### config.mk
export PLATFORM = sky130hd
export DESIGN_NAME = debug_access_packet_validator_top
export DESIGN_NICKNAME = d
export VERILOG_FILES = /design/src/rtl/dapv_pkg.sv /design/src/rtl/dapv_front.sv /design/src/rtl/dapv_queue.sv /design/src/rtl/dapv_back.sv /design/src/rtl/debug_access_packet_validator_top.sv
export SDC_FILE = /design/constraint.sdc
export NUM_CORES = 1
export LEC_CHECK = 0
export BUFFER_PORTS_ARGS = -buffer_cell sky130_fd_sc_hd__buf_4
export CAP_MARGIN = 20
export CORE_MARGIN = 2
export CORE_UTILIZATION = 45
export CTS_CLUSTER_SIZE = 16
export DETAILED_ROUTE_END_ITERATION = 6
export PLACE_DENSITY = 0.68
export SYNTH_ARGS = -nofsm -noshare
export SYNTH_HDL_FRONTEND = slang
export SYNTH_SLANG_ARGS = --single-unit
### constraint.sdc
create_clock -name clk -period 10.88 [get_ports clk]
set_input_delay 0.544 -clock clk [delete_from_list [all_inputs] [get_ports clk]]
set_output_delay 0.544 -clock clk [all_outputs]
set_load 0.05 [all_outputs]
### src/rtl/dapv_pkg.sv
// Package for the debug access packet validator: constants, opcodes and the
// front-to-back item type. No dependencies.
package dapv_pkg;

    localparam int PACKET_BYTES     = 64;
    localparam int JTAG_DEVICES     = 8;
    localparam int FW_VERSION_BYTES = 6;
    localparam int OFS_W            = $clog2(PACKET_BYTES + 2);
    localparam int RPL_W            = $clog2(PACKET_BYTES + 2) + 1;
    localparam int QUEUE_DEPTH      = 2;

    localparam logic [7:0] OP_INFO         = 8'h00;
    localparam logic [7:0] OP_HOST_STATUS  = 8'h01;
    localparam logic [7:0] OP_CONNECT      = 8'h02;
    localparam logic [7:0] OP_DISCONNECT   = 8'h03;
    localparam logic [7:0] OP_XFER_CONFIG  = 8'h04;
    localparam logic [7:0] OP_TRANSFER     = 8'h05;
    localparam logic [7:0] OP_XFER_BLOCK   = 8'h06;
    localparam logic [7:0] OP_WRITE_ABORT  = 8'h08;
    localparam logic [7:0] OP_DELAY        = 8'h09;
    localparam logic [7:0] OP_RESET_TARGET = 8'h0A;
    localparam logic [7:0] OP_SWJ_PINS     = 8'h10;
    localparam logic [7:0] OP_SWJ_CLOCK    = 8'h11;
    localparam logic [7:0] OP_SWJ_SEQ      = 8'h12;
    localparam logic [7:0] OP_SWD_CONFIG   = 8'h13;
    localparam logic [7:0] OP_JTAG_SEQ     = 8'h14;
    localparam logic [7:0] OP_JTAG_CONFIG  = 8'h15;
    localparam logic [7:0] OP_JTAG_IDCODE  = 8'h16;
    localparam logic [7:0] OP_SWD_SEQ      = 8'h1D;
    localparam logic [7:0] OP_QUEUE        = 8'h7E;
    localparam logic [7:0] OP_EXECUTE      = 8'h7F;

    localparam logic [7:0] F_RNW   = 8'h02;
    localparam logic [7:0] F_MATCH = 8'h10;
    localparam logic [7:0] F_STAMP = 8'h80;

    // One classified byte handed from the front to the back.
    typedef struct packed {
        logic [7:0] data;
        logic       last;
        logic       overflow;
    } dapv_item_t;

endpackage

### src/rtl/dapv_front.sv
// Front part: accepts packet bytes, counts the packet offset and flags oversize.
// Depends on dapv_pkg.
module dapv_front
    import dapv_pkg::*;
(
    input  logic       clk,
    input  logic       rst_n,
    input  logic [7:0] data_byte,
    input  logic       last_byte,
    input  logic       in_fire,
    output dapv_item_t item
);

    logic [OFS_W-1:0] offset_reg;
    logic [OFS_W-1:0] offset_next;
    logic             over;

    always_comb
    begin
        over = (offset_reg >= OFS_W'(PACKET_BYTES));
        if (last_byte)
            offset_next = '0;
        else if (over)
            offset_next = offset_reg;
        else
            offset_next = offset_reg + OFS_W'(1);
        item.data     = data_byte;
        item.last     = last_byte;
        item.overflow = over;
    end

    always_ff @(posedge clk or negedge rst_n)
    begin
        if (!rst_n)
            offset_reg <= '0;
        else if (in_fire)
            offset_reg <= offset_next;
    end

endmodule

### src/rtl/dapv_queue.sv
// Short queue between front and back so each side stalls on its own.
// Depends on dapv_pkg.
module dapv_queue
    import dapv_pkg::*;
(
    input  logic       clk,
    input  logic       rst_n,
    input  logic       push,
    input  dapv_item_t push_item,
    output logic       full,
    input  logic       pop,
    output logic       not_empty,
    output dapv_item_t pop_item
);

    localparam int PW = $clog2(QUEUE_DEPTH);

    dapv_item_t          mem_reg [QUEUE_DEPTH];
    logic [PW-1:0]       wr_reg;
    logic [PW-1:0]       rd_reg;
    logic [PW:0]         cnt_reg;

    assign full      = (cnt_reg == (PW+1)'(QUEUE_DEPTH));
    assign not_empty = (cnt_reg != '0);
    assign pop_item  = mem_reg[rd_reg];

    always_ff @(posedge clk)
    begin
        if (push)
            mem_reg[wr_reg] <= push_item;
    end

    always_ff @(posedge clk or negedge rst_n)
    begin
        if (!rst_n)
        begin
            wr_reg  <= '0;
            rd_reg  <= '0;
            cnt_reg <= '0;
        end
        else
        begin
            if (push)
                wr_reg <= (wr_reg == PW'(QUEUE_DEPTH - 1)) ? '0 : wr_reg + PW'(1);
            if (pop)
                rd_reg <= (rd_reg == PW'(QUEUE_DEPTH - 1)) ? '0 : rd_reg + PW'(1);
            cnt_reg <= cnt_reg + (PW+1)'(push) - (PW+1)'(pop);
        end
    end

endmodule

### src/rtl/dapv_back.sv
// Back part: walks command structure byte by byte, sums reply lengths and
// registers the result. Depends on dapv_pkg.
module dapv_back
    import dapv_pkg::*;
(
    input  logic       clk,
    input  logic       rst_n,
    input  logic       item_valid,
    input  dapv_item_t item,
    output logic       item_take,
    output logic       res_valid,
    input  logic       res_ready,
    output logic       res_ok,
    output logic [6:0] res_len
);

    typedef enum logic [3:0] {
        PH_FIRST, PH_BATCH_COUNT, PH_OPCODE, PH_ARG, PH_JCFG_IR, PH_SEQ_INFO,
        PH_XFER_IDX, PH_XFER_COUNT, PH_XFER_FLAGS, PH_XB_IDX, PH_XB_CLO,
        PH_XB_CHI, PH_XB_MODE, PH_SKIP, PH_PAD
    } phase_t;

    phase_t      phase_reg, phase_next;
    logic [7:0]  op_reg, op_next;
    logic [17:0] skip_reg, skip_next;
    logic [15:0] items_reg, items_next;
    logic [8:0]  cmds_reg, cmds_next;
    logic [RPL_W-1:0] crep_reg, crep_next;
    logic [RPL_W-1:0] total_reg, total_next;
    logic        err_reg, err_next;
    logic        res_valid_reg, res_ok_reg;
    logic [6:0]  res_len_reg;

    logic [RPL_W+1:0] csum;
    logic [RPL_W:0]   tsum;
    logic [8:0]       n9;
    logic [3:0]       n4;
    logic [5:0]       bits6;
    logic [17:0]      xb_n;
    logic             fin, finish;
    logic [RPL_W+1:0] crep_w;
    logic             ok;

    assign item_take = item_valid && (!res_valid_reg || res_ready);
    assign res_valid = res_valid_reg;
    assign res_ok    = res_ok_reg;
    assign res_len   = res_len_reg;

    always_comb
    begin
        phase_next = phase_reg;
        op_next    = op_reg;
        skip_next  = skip_reg;
        items_next = items_reg;
        cmds_next  = cmds_reg;
        crep_w     = (RPL_W+2)'(crep_reg);
        total_next = total_reg;
        err_next   = err_reg || item.overflow;
        finish     = 1'b0;
        fin        = 1'b0;
        bits6      = item.data[5:0];
        n4         = 4'((((bits6 == 6'd0) ? 7'd64 : {1'b0, bits6}) + 7'd7) >> 3);
        n9         = 9'((((item.data == 8'd0) ? 10'd256 : {2'b0, item.data}) + 10'd7) >> 3);
        xb_n       = {items_reg, 2'b00};
        if (!err_next)
        begin
            unique case (phase_reg)
                PH_FIRST, PH_OPCODE:
                begin
                    if (phase_reg == PH_FIRST
                        && (item.data == OP_EXECUTE || item.data == OP_QUEUE))
                    begin
                        total_next = RPL_W'(2);
                        phase_next = PH_BATCH_COUNT;
                    end
                    else
                    begin
                        if (phase_reg == PH_FIRST)
                            cmds_next = 9'd1;
                        op_next    = item.data;
                        crep_w     = (RPL_W+2)'(2);
                        items_next = '0;
                        skip_next  = '0;
                        priority case (item.data)
                            OP_INFO, OP_SWJ_SEQ, OP_JTAG_CONFIG, OP_JTAG_SEQ, OP_SWD_SEQ:
                                phase_next = PH_ARG;
                            OP_HOST_STATUS, OP_DELAY: skip_next = 18'd2;
                            OP_CONNECT, OP_SWD_CONFIG: skip_next = 18'd1;
                            OP_DISCONNECT: fin = 1'b1;
                            OP_RESET_TARGET:
                            begin
                                crep_w = (RPL_W+2)'(3);
                                fin    = 1'b1;
                            end
                            OP_XFER_CONFIG, OP_WRITE_ABORT: skip_next = 18'd5;
                            OP_SWJ_PINS: skip_next = 18'd6;
                            OP_SWJ_CLOCK: skip_next = 18'd4;
                            OP_JTAG_IDCODE:
                            begin
                                crep_w    = (RPL_W+2)'(6);
                                skip_next = 18'd1;
                            end
                            OP_TRANSFER:
                            begin
                                crep_w     = (RPL_W+2)'(3);
                                phase_next = PH_XFER_IDX;
                            end
                            OP_XFER_BLOCK:
                            begin
                                crep_w     = (RPL_W+2)'(4);
                                phase_next = PH_XB_IDX;
                            end
                            OP_QUEUE, OP_EXECUTE: err_next = 1'b1;
                            default:
                            begin
                                crep_w = (RPL_W+2)'(1);
                                fin    = 1'b1;
                            end
                        endcase
                        if (skip_next != '0)
                            phase_next = PH_SKIP;
                    end
                end
                PH_BATCH_COUNT:
                begin
                    cmds_next  = {1'b0, item.data};
                    phase_next = (item.data != 8'd0) ? PH_OPCODE : PH_PAD;
                end
                PH_ARG:
                begin
                    priority case (op_reg)
                        OP_INFO:
                        begin
                            priority case (item.data)
                                8'h04: crep_w = (RPL_W+2)'(2 + FW_VERSION_BYTES);
                                8'hF0, 8'hFE: crep_w = (RPL_W+2)'(3);
                                8'hF1: crep_w = (RPL_W+2)'(6);
                                8'hFF: crep_w = (RPL_W+2)'(4);
                                default: crep_w = (RPL_W+2)'(2);
                            endcase
                            fin = 1'b1;
                        end
                        OP_SWJ_SEQ:
                        begin
                            skip_next  = 18'(n9);
                            phase_next = PH_SKIP;
                        end
                        OP_JTAG_CONFIG:
                        begin
                            if (item.data > 8'(JTAG_DEVICES))
                                err_next = 1'b1;
                            else
                            begin
                                items_next = {8'd0, item.data};
                                if (item.data != 8'd0) phase_next = PH_JCFG_IR;
                                else fin = 1'b1;
                            end
                        end
                        default:
                        begin
                            items_next = {8'd0, item.data};
                            if (item.data != 8'd0) phase_next = PH_SEQ_INFO;
                            else fin = 1'b1;
                        end
                    endcase
                end
                PH_JCFG_IR:
                begin
                    if (item.data == 8'd0 || item.data > 8'd32)
                        err_next = 1'b1;
                    else
                    begin
                        items_next = items_reg - 16'd1;
                        if (items_next == '0) fin = 1'b1;
                    end
                end
                PH_SEQ_INFO:
                begin
                    items_next = items_reg - 16'd1;
                    skip_next  = (op_reg == OP_JTAG_SEQ || !item.data[7]) ? 18'(n4) : '0;
                    if (item.data[7])
                        crep_w = crep_w + (RPL_W+2)'(n4);
                    if (crep_w > (RPL_W+2)'(PACKET_BYTES))
                        err_next = 1'b1;
                    else if (skip_next != '0) phase_next = PH_SKIP;
                    else if (items_next != '0) phase_next = PH_SEQ_INFO;
                    else fin = 1'b1;
                end
                PH_XFER_IDX: phase_next = PH_XFER_COUNT;
                PH_XFER_COUNT:
                begin
                    items_next = {8'd0, item.data};
                    if (item.data != 8'd0) phase_next = PH_XFER_FLAGS;
                    else fin = 1'b1;
                end
                PH_XFER_FLAGS:
                begin
                    items_next = items_reg - 16'd1;
                    skip_next  = (((item.data & F_RNW) == 8'd0)
                                  || ((item.data & F_MATCH) != 8'd0)) ? 18'd4 : '0;
                    if (((item.data & F_RNW) != 8'd0) && ((item.data & F_MATCH) == 8'd0))
                        crep_w = crep_w + (RPL_W+2)'(4);
                    if ((item.data & F_STAMP) != 8'd0)
                        crep_w = crep_w + (RPL_W+2)'(4);
                    if (crep_w > (RPL_W+2)'(PACKET_BYTES))
                        err_next = 1'b1;
                    else if (skip_next != '0) phase_next = PH_SKIP;
                    else if (items_next != '0) phase_next = PH_XFER_FLAGS;
                    else fin = 1'b1;
                end
                PH_XB_IDX: phase_next = PH_XB_CLO;
                PH_XB_CLO:
                begin
                    items_next = {8'd0, item.data};
                    phase_next = PH_XB_CHI;
                end
                PH_XB_CHI:
                begin
                    items_next = {item.data, items_reg[7:0]};
                    if (items_next != '0) phase_next = PH_XB_MODE;
                    else fin = 1'b1;
                end
                PH_XB_MODE:
                begin
                    items_next = '0;
                    if ((item.data & F_RNW) != 8'd0)
                    begin
                        // saturate the block reply; anything above the packet is an error
                        if (xb_n > 18'(PACKET_BYTES))
                            crep_w = (RPL_W+2)'(PACKET_BYTES + 1);
                        else
                            crep_w = (RPL_W+2)'(4) + (RPL_W+2)'(xb_n);
                        fin = 1'b1;
                    end
                    else
                    begin
                        skip_next  = xb_n;
                        phase_next = PH_SKIP;
                    end
                end
                PH_SKIP:
                begin
                    skip_next = skip_reg - 18'd1;
                    if (skip_next == '0)
                    begin
                        if (items_reg != '0)
                            phase_next = (op_reg == OP_TRANSFER) ? PH_XFER_FLAGS
                                                                 : PH_SEQ_INFO;
                        else
                            fin = 1'b1;
                    end
                end
                PH_PAD: ;
                default: ;
            endcase
        end
        finish = fin && !err_next;
        csum   = crep_w;
        if (finish && crep_w > (RPL_W+2)'(PACKET_BYTES))
        begin
            err_next = 1'b1;
            csum     = (RPL_W+2)'(PACKET_BYTES + 1);
        end
        tsum = (RPL_W+1)'(total_next) + (RPL_W+1)'(csum);
        if (finish)
        begin
            if (tsum > (RPL_W+1)'(PACKET_BYTES))
                err_next = 1'b1;
            else
                total_next = RPL_W'(tsum);
            cmds_next  = cmds_next - 9'd1;
            phase_next = (cmds_next != '0) ? PH_OPCODE : PH_PAD;
        end
        crep_next = RPL_W'(csum);
        ok        = !err_next && phase_next == PH_PAD;
    end

    always_ff @(posedge clk or negedge rst_n)
    begin
        if (!rst_n)
        begin
            phase_reg     <= PH_FIRST;
            op_reg        <= '0;
            skip_reg      <= '0;
            items_reg     <= '0;
            cmds_reg      <= 9'd1;
            crep_reg      <= '0;
            total_reg     <= '0;
            err_reg       <= 1'b0;
            res_valid_reg <= 1'b0;
            res_ok_reg    <= 1'b0;
            res_len_reg   <= '0;
        end
        else
        begin
            // a new result replaces the one taken in this same cycle
            if (item_take && item.last)
                res_valid_reg <= 1'b1;
            else if (res_valid_reg && res_ready)
                res_valid_reg <= 1'b0;
            if (item_take)
            begin
                if (item.last)
                begin
                    res_ok_reg    <= ok;
                    res_len_reg   <= ok ? 7'(total_next) : 7'd0;
                    phase_reg     <= PH_FIRST;
                    op_reg        <= '0;
                    skip_reg      <= '0;
                    items_reg     <= '0;
                    cmds_reg      <= 9'd1;
                    crep_reg      <= '0;
                    total_reg     <= '0;
                    err_reg       <= 1'b0;
                end
                else
                begin
                    phase_reg <= phase_next;
                    op_reg    <= op_next;
                    skip_reg  <= skip_next;
                    items_reg <= items_next;
                    cmds_reg  <= cmds_next;
                    crep_reg  <= crep_next;
                    total_reg <= total_next;
                    err_reg   <= err_next;
                end
            end
        end
    end

endmodule

### src/rtl/debug_access_packet_validator_top.sv
// Debug access packet validator, top level. One request byte is taken per cycle
// while the queue has room (data_byte, last_byte on in_valid/in_ready); on the
// byte flagged last_byte one result (packet_ok, reply_length) leaves on
// out_valid/out_ready, and the next packet may start in the following cycle.
// Throughput is one byte a cycle, set by the parse step in the back part, unless
// a held result stalls the back. out_valid rises once the back has taken the
// last byte from the queue and registered the result. The front counts offsets
// and flags oversize packets, a two-entry queue decouples it from the back, which
// walks the command structure and holds the result until it is taken.
// Depends on dapv_pkg, dapv_front, dapv_queue and dapv_back.
module debug_access_packet_validator_top
    import dapv_pkg::*;
(
    input  logic       clk,
    input  logic       rst_n,
    input  logic       in_valid,
    output logic       in_ready,
    input  logic [7:0] data_byte,
    input  logic       last_byte,
    output logic       out_valid,
    input  logic       out_ready,
    output logic       packet_ok,
    output logic [6:0] reply_length
);

    dapv_item_t front_item;
    dapv_item_t q_item;
    logic       q_full;
    logic       q_ne;
    logic       q_pop;
    logic       in_fire;

    // accept whenever the queue has room
    assign in_ready = !q_full;
    assign in_fire  = in_valid && in_ready;

    dapv_front u_front (
        .clk       (clk),
        .rst_n     (rst_n),
        .data_byte (data_byte),
        .last_byte (last_byte),
        .in_fire   (in_fire),
        .item      (front_item)
    );

    dapv_queue u_queue (
        .clk       (clk),
        .rst_n     (rst_n),
        .push      (in_fire),
        .push_item (front_item),
        .full      (q_full),
        .pop       (q_pop),
        .not_empty (q_ne),
        .pop_item  (q_item)
    );

    // the back drains the queue unless its result register is blocked
    dapv_back u_back (
        .clk        (clk),
        .rst_n      (rst_n),
        .item_valid (q_ne),
        .item       (q_item),
        .item_take  (q_pop),
        .res_valid  (out_valid),
        .res_ready  (out_ready),
        .res_ok     (packet_ok),
        .res_len    (reply_length)
    );

`ifndef ASSERT_OFF
    // a failed packet reports zero reply length
    a_len_zero: assert property (@(posedge clk) disable iff (!rst_n)
        (out_valid && !packet_ok) |-> (reply_length == 7'd0))
        else $error("nonzero reply length on bad packet");
    // queue is never popped when empty
    a_pop_ne: assert property (@(posedge clk) disable iff (!rst_n)
        q_pop |-> q_ne)
        else $error("queue popped while empty");
    // a held result stays until taken
    a_res_hold: assert property (@(posedge clk) disable iff (!rst_n)
        (out_valid && !out_ready) |=> (out_valid && $stable(packet_ok)
                                       && $stable(reply_length)))
        else $error("result changed while stalled");
`endif

endmodule

After elaboration in Yosys (flattened, before gate mapping)
Memories as Yosys holds them, arrays and structs flattened.
Index checks and enable logic that the tools add are counted.
{"block": "totals", "ff_bits": 92, "mem_bits_rw": 20, "inputBits": 13, "output_inout_bits": 10, "n_memories": 1}
{"block": "classes", "addsub": 15, "magnitude_cmp": 8, "n_eq_ne": 52, "mux": 121, "reduce_logical": 61}
{"name": "u_queue.mem_reg", "depth": 2, "width": 10, "rd": 1, "rd_clocked_by_memory_dff": 0, "wr": 1, "line_no": "dapv_queue.sv:18", "source": "dapv_item_t mem_reg [QUEUE_DEPTH];"}
{"operator": "2-to-1 mux 18 bit", "count": 8}
{"operator": "2-to-1 mux 10 bit", "count": 14}
{"operator": "case mux 16 bit (7 select lines)", "count": 1}
{"operator": "case mux 18 bit (6 select lines)", "count": 1}
{"operator": "2-to-1 mux 4 bit", "count": 23}
{"operator": "== test 8 x 5 -> 1 bit (second input constant)", "count": 11}
{"operator": "2-to-1 mux 8 bit", "count": 11}
{"operator": "2-to-1 mux 16 bit", "count": 5}
{"operator": "2-to-1 mux 9 bit", "count": 7}
{"operator": "nonzero test 18 bit", "count": 3}
{"operator": "case mux 10 bit (5 select lines)", "count": 1}
{"operator": "case mux 4 bit (12 select lines)", "count": 1}
{"operator": "nonzero test 16 bit", "count": 3}
{"operator": "2-to-1 mux 1 bit", "count": 34}
{"operator": "== test 8 x 3 -> 1 bit (second input constant)", "count": 4}
{"operator": "== test 8 bit (second input constant)", "count": 4}
{"operator": "logical NOT 8 bit", "count": 4}
{"operator": "case mux 16 bit (2 select lines)", "count": 1}
{"operator": "greater-than comparator 10 x 7 -> 1 bit (second input constant)", "count": 3}
{"operator": "== test 4 bit (second input constant)", "count": 7}
{"operator": "2-to-1 mux 7 bit", "count": 4}
{"operator": "== test 8 x 4 -> 1 bit (second input constant)", "count": 3}
{"operator": "case mux 4 bit (3 select lines)", "count": 2}
{"operator": "adder 10 x 3 -> 10 bit (second input constant)", "count": 2}
{"operator": "other kinds (59)", "count": 100}

Longest topological paths before layout
An unclocked memory read counts as a cell.
{"block": "logic_depth", "depth_word": 25, "ltp_mapped": 34, "mapped_depth_nobuf": 30}

By module
Synthesis repeated with hierarchy kept, for this count alone.
{"block": "hier_totals", "hier_cells": 1195, "hier_area_um2": 9833.2}
{"mod": "dapv_back", "n_inst": 1, "cells_per_inst": 1095, "area_each_um2": 8368.0}
{"mod": "dapv_queue", "n_inst": 1, "cells_per_inst": 46, "area_each_um2": 957.2}
{"mod": "dapv_front", "n_inst": 1, "cells_per_inst": 52, "area_each_um2": 498.0}
{"mod": "debug_access_packet_validator_top", "n_inst": 1, "cells_per_inst": 2, "area_each_um2": 10.0}

Worst setup path before layout
No wires, ideal clock.
{"block": "synth_path", "path_kind": "reg-to-reg", "from": "register u_queue.rd_reg", "to": "register u_back.res_len_reg[4] (netlist: u_back.res_len[4])", "setup_time_ns": 0.067, "t_arrival_ns": 7.046, "path_slack_ns": 3.767, "path_stages_with_launch": 35, "synth_period_minus_slack_ns": 7.113, "path_cell_list": "dfrtp_1 -> buf_4 -> buf_4 -> buf_2 -> nor4_1 -> a211oi_2 -> nor2_1 -> ha_1 -> inv_1 -> fa_1 -> nand2b_1 -> a211oi_1 -> nand3_1 -> xor2_1 -> o21ai_1 -> nor3_1 -> or3_4 -> o21bai_2 -> nor2_1 -> clkbuf_1 -> or2_2 -> ha_1 -> fa_1 -> a21oi_1 -> o21ai_0 -> a211oi_1 -> o21bai_1 -> or3_1 -> nand4_1 -> o211a_1 -> o211a_1 -> buf_4 -> mux2_1 -> nor2_1 -> a22o_1"}
{"block": "synth_between", "elab_chain_len": 25}
{"element": "start, declared", "line_no": "dapv_queue.sv:20", "source": "logic [PW-1:0] rd_reg;"}
{"element": "start signal, assigned", "line_no": "dapv_queue.sv:46", "source": "rd_reg <= (rd_reg == PW'(QUEUE_DEPTH - 1)) ? '0 : rd_reg + PW'(1);"}
{"element": "memory (2 x 10 bit) *"}
{"element": "branches (longest 24 deep; another with greater-than comparator 10 x 7 -> 1 bit)"}
{"element": "end signal, assigned", "line_no": "dapv_back.sv:306", "source": "res_len_reg <= ok ? 7'(total_next) : 7'd0;"}
{"element": "end, declared", "line_no": "dapv_back.sv:32", "source": "logic [6:0] res_len_reg;"}
Every way passes the cells marked *. The select of a mux whose other input is x is not followed.
A chain may end at the register's enable or synchronous reset.

Worst setup path in the final report
Same ends and word-level chain as after synthesis.

==> impl_metrics.csv <==
group,metric,value,unit
sta,post-route-min-period,9.25,ns
logic_synthesis,yosysTopAreaCell,"dfrtp_1",
logic_synthesis,synthXorXnorAreaFrac,5.06,%
placement,pre_cts_ws,1.79,ns
global_route,track_usage,28.5,%
setup_path,crit_path_frequent_cell,"nor2_1",
sta,maxSlewViolCount,0,
setup_path,critPathKind,"flop to flop",
drt,drt-initial-drc-count,1056,
logic_synthesis,synthMuxAreaShare,3.55,%
setup_path,endpoint_kind,"flop",
die,num_io_pins,23,
logic_synthesis,syn-num-nets,1271,
die,die_y,152,um
die,fp.dieW,152,um
setup_path,cp.required,11.19,ns
clocking,cts-root-buf,"clkbuf_16",
clocking,cts_setup_buffers,0,
logic_synthesis,yosysWarnings,0,
sta,finalClockSkew,0.0216,ns
layout,drive_gt1_share,8.63,%
logic_synthesis,synth_top_family_by_area,"simple AND/OR/NAND/NOR gates",
logic_synthesis,synth_top_cells_by_count,"137 x nand2_1, 104 x nor2_1, 96 x o21ai_0",
placement,port_buffers,22,
logic_synthesis,synth_compound_area_share,26.6,%
drt,via_per_inst,6.60,
logic_synthesis,ys.flop_type,"dfrtp_1",
drt,dr.pass1.iters,6,
drt,dr_total_vias,9771,
logic_synthesis,synth_fa_ha_area_share,3.60,%
job,cap_violations,0,
clocking,ctsHoldBuffers,0,
setup_path,cp_max_fo,29,
layout,fillCellCount,2087,
sta,setup_viol_count_final,0,
global_route,grt_pass1_vias,9151,
sta,rsz0062_at_grt,"no",
sta,fin_ws,1.63,ns
logic_synthesis,syn_area,9800,um^2
power_and_ir_drop,power,3.01,mW
sta,worst_pin_slew,0.999,ns
setup_path,arrival,9.56,ns
layout,nets,1240,
sta,fin_tns_setup,0,ns
drt,wl,31.9,mm
sta,slew_headroom,32.9,%
clocking,cts_tree,"done",
clocking,clkTransAtPathRegs,0.09,ns
power_and_ir_drop,peakVddDrop,183,uV
logic_synthesis,synth_async_sr_flop_share,82.1,%
placement,hpwl,23.8,mm
logic_synthesis,syn_area_per_cell,7.96,um^2
layout,largest_register_ffs,20,
clocking,numCtsBuffers,9,
logic_synthesis,synth_seq_cells,112,
global_route,grt_max_degree,65,
clocking,clock-sinks,112,
status,status,"completed",
setup_path,cp-start-kind,"flop",
clocking,clock_latency,0.37,ns
drt,post_drt_wl_per_cell,21.6,um
global_route,grt-ovfl-total,0,
global_route,grt_pass1_wl,51.1,mm
power_and_ir_drop,power.leakage,4.10,nW
clocking,cts_resized,0,
logic_synthesis,ys_seq_area_share,29.6,%
layout,area_growth,6.31,%
die,row_count,53,
die,die-area,23000,um^2
clocking,h-tree-depth,3,
sta,finalHoldViolCount,0,
logic_synthesis,yosysTopAreaCellShare,23.2,%
placement,gp_congestion,1.01,
logic_synthesis,yosys.area_share.simple,26.7,%
hold_path,hold_path_class,"input pin to asynchronous set/reset pin",
logic_synthesis,yosys.cell_count.top_type,"nand2_1",
logic_synthesis,ys_types,93,
layout,diodes,0,
sta,max_freq,0.108,GHz
setup_path,slowest_stage,"dfrtp_1",
die,start_util,46.2,%
global_route,grt_antenna_before_repair,0,
logic_synthesis,synth-edff-count,20,
setup_path,critPathMaxStageDelay,0.87,ns
drt,drc,0,
die,core_area,21200,um^2
sta,finalCritPeriodShare,85.0,%
logic_synthesis,synth_cells,1231,
power_and_ir_drop,power_density,289,nW/um^2
drt,drtAntennaViolNets,0,
logic_synthesis,synthTopCellsByArea,"dfrtp_1 23%, edfxtp_1 6.1%, nand2_1 5.2%",
clocking,clk_path_buf_depth,2,
final timing paths:
path                       slack (ns)               endpoint             start  depth (start not counted)
setup / recovery                 1.63      u_back.res_len[4]    u_queue.rd_reg                         28
hold / removal                    0.1    u_back.items_reg[1]             rst_n                          1
setup reg to reg                 1.63      u_back.res_len[4]    u_queue.rd_reg                         28
hold reg to reg                  0.47       u_back.op_reg[7]  u_back.op_reg[7]                          2
max in group asynchronous        9.59      u_back.res_len[4]             rst_n                          2
min in group clk                 0.35  u_queue.mem_reg[0][2]      data_byte[0]                          1
cell families after synthesis:
family,count (synthesis)
AOI/OAI and AO/OA,388
DFF,112
buffers and inverters,118
and+or+nand+nor,499
xor gates and xnor gates,55
adders and majority gates,27
muxes,32
stage by stage:
step / util [%] / area (um^2) / hold slack, ns / cells
floorplan: - / 9800 / 0.248 / 1231
global placement: 47.6 / 10100 / 0.452 / 1463
detailed placement: 47.6 / 10100 / 0.462 / 1463
CTS: 49.1 / 10400 / 0.110 / 1479
global route: 49.1 / 10400 / 0.134 / 1480
finish: 49.1 / 10400 / 0.0994 / 1480
where the power goes:
group | switching (mW) | leakage [nW] | internal (mW)
clock | 0.183 | 0.144 | 0.163
sequential | 0.169 | 1.43 | 0.532
combinational | 1.28 | 2.52 | 0.681
cell usage in the layout (no fill, tap or decap), types with 9 or more instances in the layout:
master     Yosys  routed
or3_1         11      11
inv_1         36      36
or4_1         12      12
nand4_1       14      14
a211oi_1      21      21
and2_1        10      10
xor2_1        23      23
mux2_2        13      13
o22ai_1       20      20
a22oi_1       15      15
xnor2_1       31      31
nand3_1       34      34
a22o_1        17      17
nor2_1       104     104
nand2b_1      13      13
buf_4          5      38
dfrtp_1       91      91
o32ai_1        9       9
nor3b_1       10      10
edfxtp_1      20      20
clkbuf_16      0       9
o21ai_0       96      95
ha_1          25      25
nor3_1        51      51
a31oi_1       16      16
mux2i_1       14      12
nor2b_1       10      10
nor4_1        23      23
nand2_1      137     137
a21oi_1       70      70
and3_1        13      13
o31ai_1       22      22
metal layers:
layer	GRT usage [%]	routed length (um)	part of all wire, %	vias to the layer above
met1	38.9	13700	43	4619
li1	-	-	-	4570
met2	45.1	14300	45	488
met4	12.1	1390	4.4	0
met5	0	0	0	-
met3	4.46	2580	8.1	94
final cells by class:
class	count	area [um^2]	share of cell area (%)
multi-input combinational	1001	6440	61.8
inverter	37	139	1.33
tap	275	344	3.30
clock inverter	7	75.1	0.721
sequential	112	2900	27.9
clock buffer	9	225	2.16
timing repair buffer	39	290	2.79
critical path: cells and delay by family, from the launching register on:
kind	cells	cell delay (ns)
AOI/OAI and AO/OA	13	4.53
xor gates and xnor gates	2	0.54
adders and majority gates	2	0.60
buffers and inverters	2	0.51
DFF	1	0.87
muxes	1	0.37
and+or+nand+nor	8	1.75
(Power assumes the default switching activity.)
